### src/rtl/rcha_ram.sv
module rcha_ram #(
  parameter int WIDTH = 8,
  parameter int DEPTH = 256
) (
  input  logic                     clk,
  input  logic                     we,
  input  logic [$clog2(DEPTH)-1:0] waddr,
  input  logic [WIDTH-1:0]         wdata,
  input  logic [$clog2(DEPTH)-1:0] raddr,
  output logic [WIDTH-1:0]         rdata
);

  logic [WIDTH-1:0] mem [DEPTH];

  // read-first: a read at the address being written returns the old word
  always_ff @(posedge clk) begin
    if (we) begin
      mem[waddr] <= wdata;
    end
    rdata <= mem[raddr];
  end

endmodule

### config.mk
export PLATFORM = sky130hd
export DESIGN_NAME = rcha_ram
export DESIGN_NICKNAME = d
export VERILOG_FILES = /design/src/rtl/rcha_ram.sv
export SDC_FILE = /design/constraint.sdc
export NUM_CORES = 2
export LEC_CHECK = 0
export ABC_AREA = 0
export BUFFER_PORTS_ARGS = -buffer_cell sky130_fd_sc_hd__buf_2
export CAP_MARGIN = 0
export CORE_MARGIN = 2
export CORE_UTILIZATION = 30
export CTS_CLUSTER_DIAMETER = 80
export DETAILED_ROUTE_END_ITERATION = 10
export MAX_ROUTING_LAYER = met4
export SLEW_MARGIN = 20
export SYNTH_ARGS = -nofsm -noshare
export SYNTH_HDL_FRONTEND = slang
export SYNTH_SLANG_ARGS = --single-unit
### constraint.sdc
create_clock -name clk -period 2.6 [get_ports clk]
set_clock_uncertainty 0.1 [all_clocks]
set_input_delay 0.52 -clock clk [delete_from_list [all_inputs] [get_ports clk]]
set_output_delay 0.52 -clock clk [all_outputs]
set_load 0.05 [all_outputs]
==> results.toml <==
[floorplanning]
start_util = 0.301
dieHeight_um = 519
coreArea_sq_mm = 0.264
dieArea_sq_mm = 0.269
die_w_um = 519
num_rows = 189
ioPinCount = 34

[sta]
setup_ws_ps = 50.3
worstMarginPinSlew_ps = 839
slew_headroom = 0.438
setup_tns_ps = 0
finalMaxSlewViolations = 0
period_share = 0.981
max_freq_mhz = 392
min_period_ps = 2550
holdWs_ps = 78.0
hold_violations = 0
grt_setup_unrepaired = "no"
setup_violations = 0

[cells_and_area]
syn2layout_area_growth_pct = 20.8
seqCellArea_sq_mm = 0.0617
layout.cells.non_filler = 8196
multi_input_area_sq_mm = 0.0166
final_nets = 4512
drive_above_1_share = 0.329
fill_cells = 24300

[logic_synthesis]
synthFlopType = "edfxtp_1"
synth.avg_cell_area_sq_um = 21.3
post_synth_num_cell_types = 55
yosysWarningCount = 0
ys_seq_elements = 2056
ys_async_sr_fraction = 0
yosysSeqAreaShare = 0.775
synth_cells = 3733
syn-num-nets = 3759
syn-cell-area_sq_mm = 0.0796
synth_edf_count = 2048

[place]
place_congestion = 0.850
port_buffers = 33
dp_cells = 7809
dpl_worst_slack_ps = -1170
hpwl_mm = 136

[global_routing]
grt_pass1_vias = 41300
grt-busiest-layer = "met2"
grtUsageMet1 = 0.206
grt_max_degree = 91
met2_usage = 0.249
track_usage = 0.155
antenna_found_initial = 15
grt_pass1_wl_mm = 297
met3_usage = 0.0227
overflow = 0

[setup_path]
path_max_fanout = 1
path_class = "flip-flop to flip-flop"
crit_arrival_ps = 3170
end_kind = "flip-flop"
crit_path_start_kind = "flip-flop"
required_ps = 3220

[clocking]
cts_tree = "built"
cts_buffers = 204
insertion_delay_ps = 850
cts-root-buf = "clkbuf_16"
htree_levels = 4
clk_pin_slew_worst_paths_ps = 60
cts_sinks = 2056
clock_tree.buffer_depth = 3

[run_status]
outcome = "finished clean"

[power_and_ir_drop]
ir_drop_v = 0.000696
leakage_nw = 30.7
power.density_mw_per_mm2 = 715

[worst_hold_path]
min_path_type = "input port to flip-flop"

[routing]
via_per_inst = 4.99
wl_per_cell_um = 25.2
first_iter_violations = 4917
route.detailed.drc = 0
vias = 40900
drt-total-wl_mm = 206
dr.pass1.iters = 6
drtAntennaViolNets = 0

[flow_run]
maxCapViolations = 0
==> timing repair <==
| action | CTS | global route |
|---|---|---|
| resized for setup | 8 | 7 |
| hold buffers | 4 | 0 |
| buffers inserted | 0 | 0 |
| cloned | 0 | 0 |
| endpoints found under the hold margin | 52 | 0 |
| setup endpoints to repair | 7 | 5 |
==> worst paths after layout <==
path,from,end,slack [ps],cells past startpoint
setup / recovery,mem[87][4]$_DFFE_PP_,rdata[4]$_DFF_P_,50,6
setup reg to reg,mem[87][4]$_DFFE_PP_,rdata[4]$_DFF_P_,50,6
hold / removal,wdata[2],mem[80][2]$_DFFE_PP_,80,1
hold reg to reg,mem[40][3]$_DFFE_PP_,rdata[3]$_DFF_P_,1040,8
==> per-stage QoR <==
step | util | cell area, sq um | power, mW
floorplan | - | 79600 | 39.1
global route | 0.363 | 96100 | 70.6
finish | 0.363 | 96100 | 68.7
detailed placement | 0.339 | 89600 | 41.3
global placement | 0.339 | 89600 | 41.3
CTS | 0.363 | 96000 | 69.2
==> report_power, final <==
| group | internal, mW | switching, mW | total [mW] |
|---|---|---|---|
| Combinational | 1.62 | 2.39 | 4.01 |
| Sequential | 36.5 | 0.0764 | 36.6 |
| Clock | 15.7 | 12.4 | 28.1 |
| Total | 53.8 | 14.9 | 68.7 |
==> flip-flops by register name, summed over array words and instances (netlist names) <==
register	flops
mem	2048
rdata	8
==> final cells by class <==
type,count,area share
Clock inverter,100,0.00918
Sequential cell,2056,0.642
Timing Repair Buffer,780,0.0734
Multi-Input combinational cell,1442,0.173
Antenna cell,6,0.000156
Tap cell,3533,0.0460
Clock buffer,277,0.0568
Inverter,2,0.0000781
==> logic make-up (layout without fill, tap and decap cells) <==
logic type | after synthesis | in the layout | share of synthesized area
simple gates | 466 | 466 | 0.0263
mux | 591 | 591 | 0.146
compound gates | 385 | 385 | 0.0342
other cells | 0 | 6 | 0
flops | 2056 | 2056 | 0.775
buf+inv | 235 | 1159 | 0.0183
==> critical path, cell delays in order, from the launching register on <==
cell and delay [ps]:
edfxtp_1 380, mux4_2 480, mux4_2 570, nor2b_1 170, nor4_1 490, buf_4 210, nor4_1 40
==> placed cells by master, fill, tap and decap left out, drive strengths merged, types with 9 or more instances in the layout <==
master and count:
clkbuf 278, a21oi 96, a22oi 133, o221ai 47, buf 775, nor4 27
nand3 34, mux4 456, inv 10, nand4 10, o211ai 10, o22ai 28
edfxtp 2048, bufinv 9, mux2i 134, o21ai 12, clkinv 78, nor2b 31
nor3 22, a211oi 16, nor2 282, a221oi 14, nand2 33
==> metal layers <==
| metal | share of wire | routed length (um) |
|---|---|---|
| met3 | 0.064 | 13300 |
| met2 | 0.49 | 102000 |
| met5 | 0 | 0 |
| met4 | 0.025 | 5240 |
| met1 | 0.42 | 86000 |
==> cell usage after synthesis (13+ instances only) <==
cell type | number | area, sq um
buf_4 | 27 | 203
a21oi_1 | 96 | 480
mux4_2 | 454 | 10200
nor2b_1 | 31 | 194
o221ai_1 | 46 | 403
buf_1 | 22 | 82.6
mux2i_1 | 134 | 1340
edfxtp_1 | 2048 | 61500
nor2_1 | 282 | 1060
buf_6 | 21 | 236
a221oi_1 | 13 | 114
a22oi_1 | 133 | 998
nand2_1 | 33 | 124
nand3_1 | 34 | 170
buf_2 | 31 | 155
nor3_1 | 22 | 110
o22ai_1 | 28 | 175
nor4_1 | 24 | 150
a211oi_1 | 16 | 120
clkbuf_1 | 111 | 417
buf_8 | 13 | 195
Note: power is estimated with default switching activity, not from simulation.
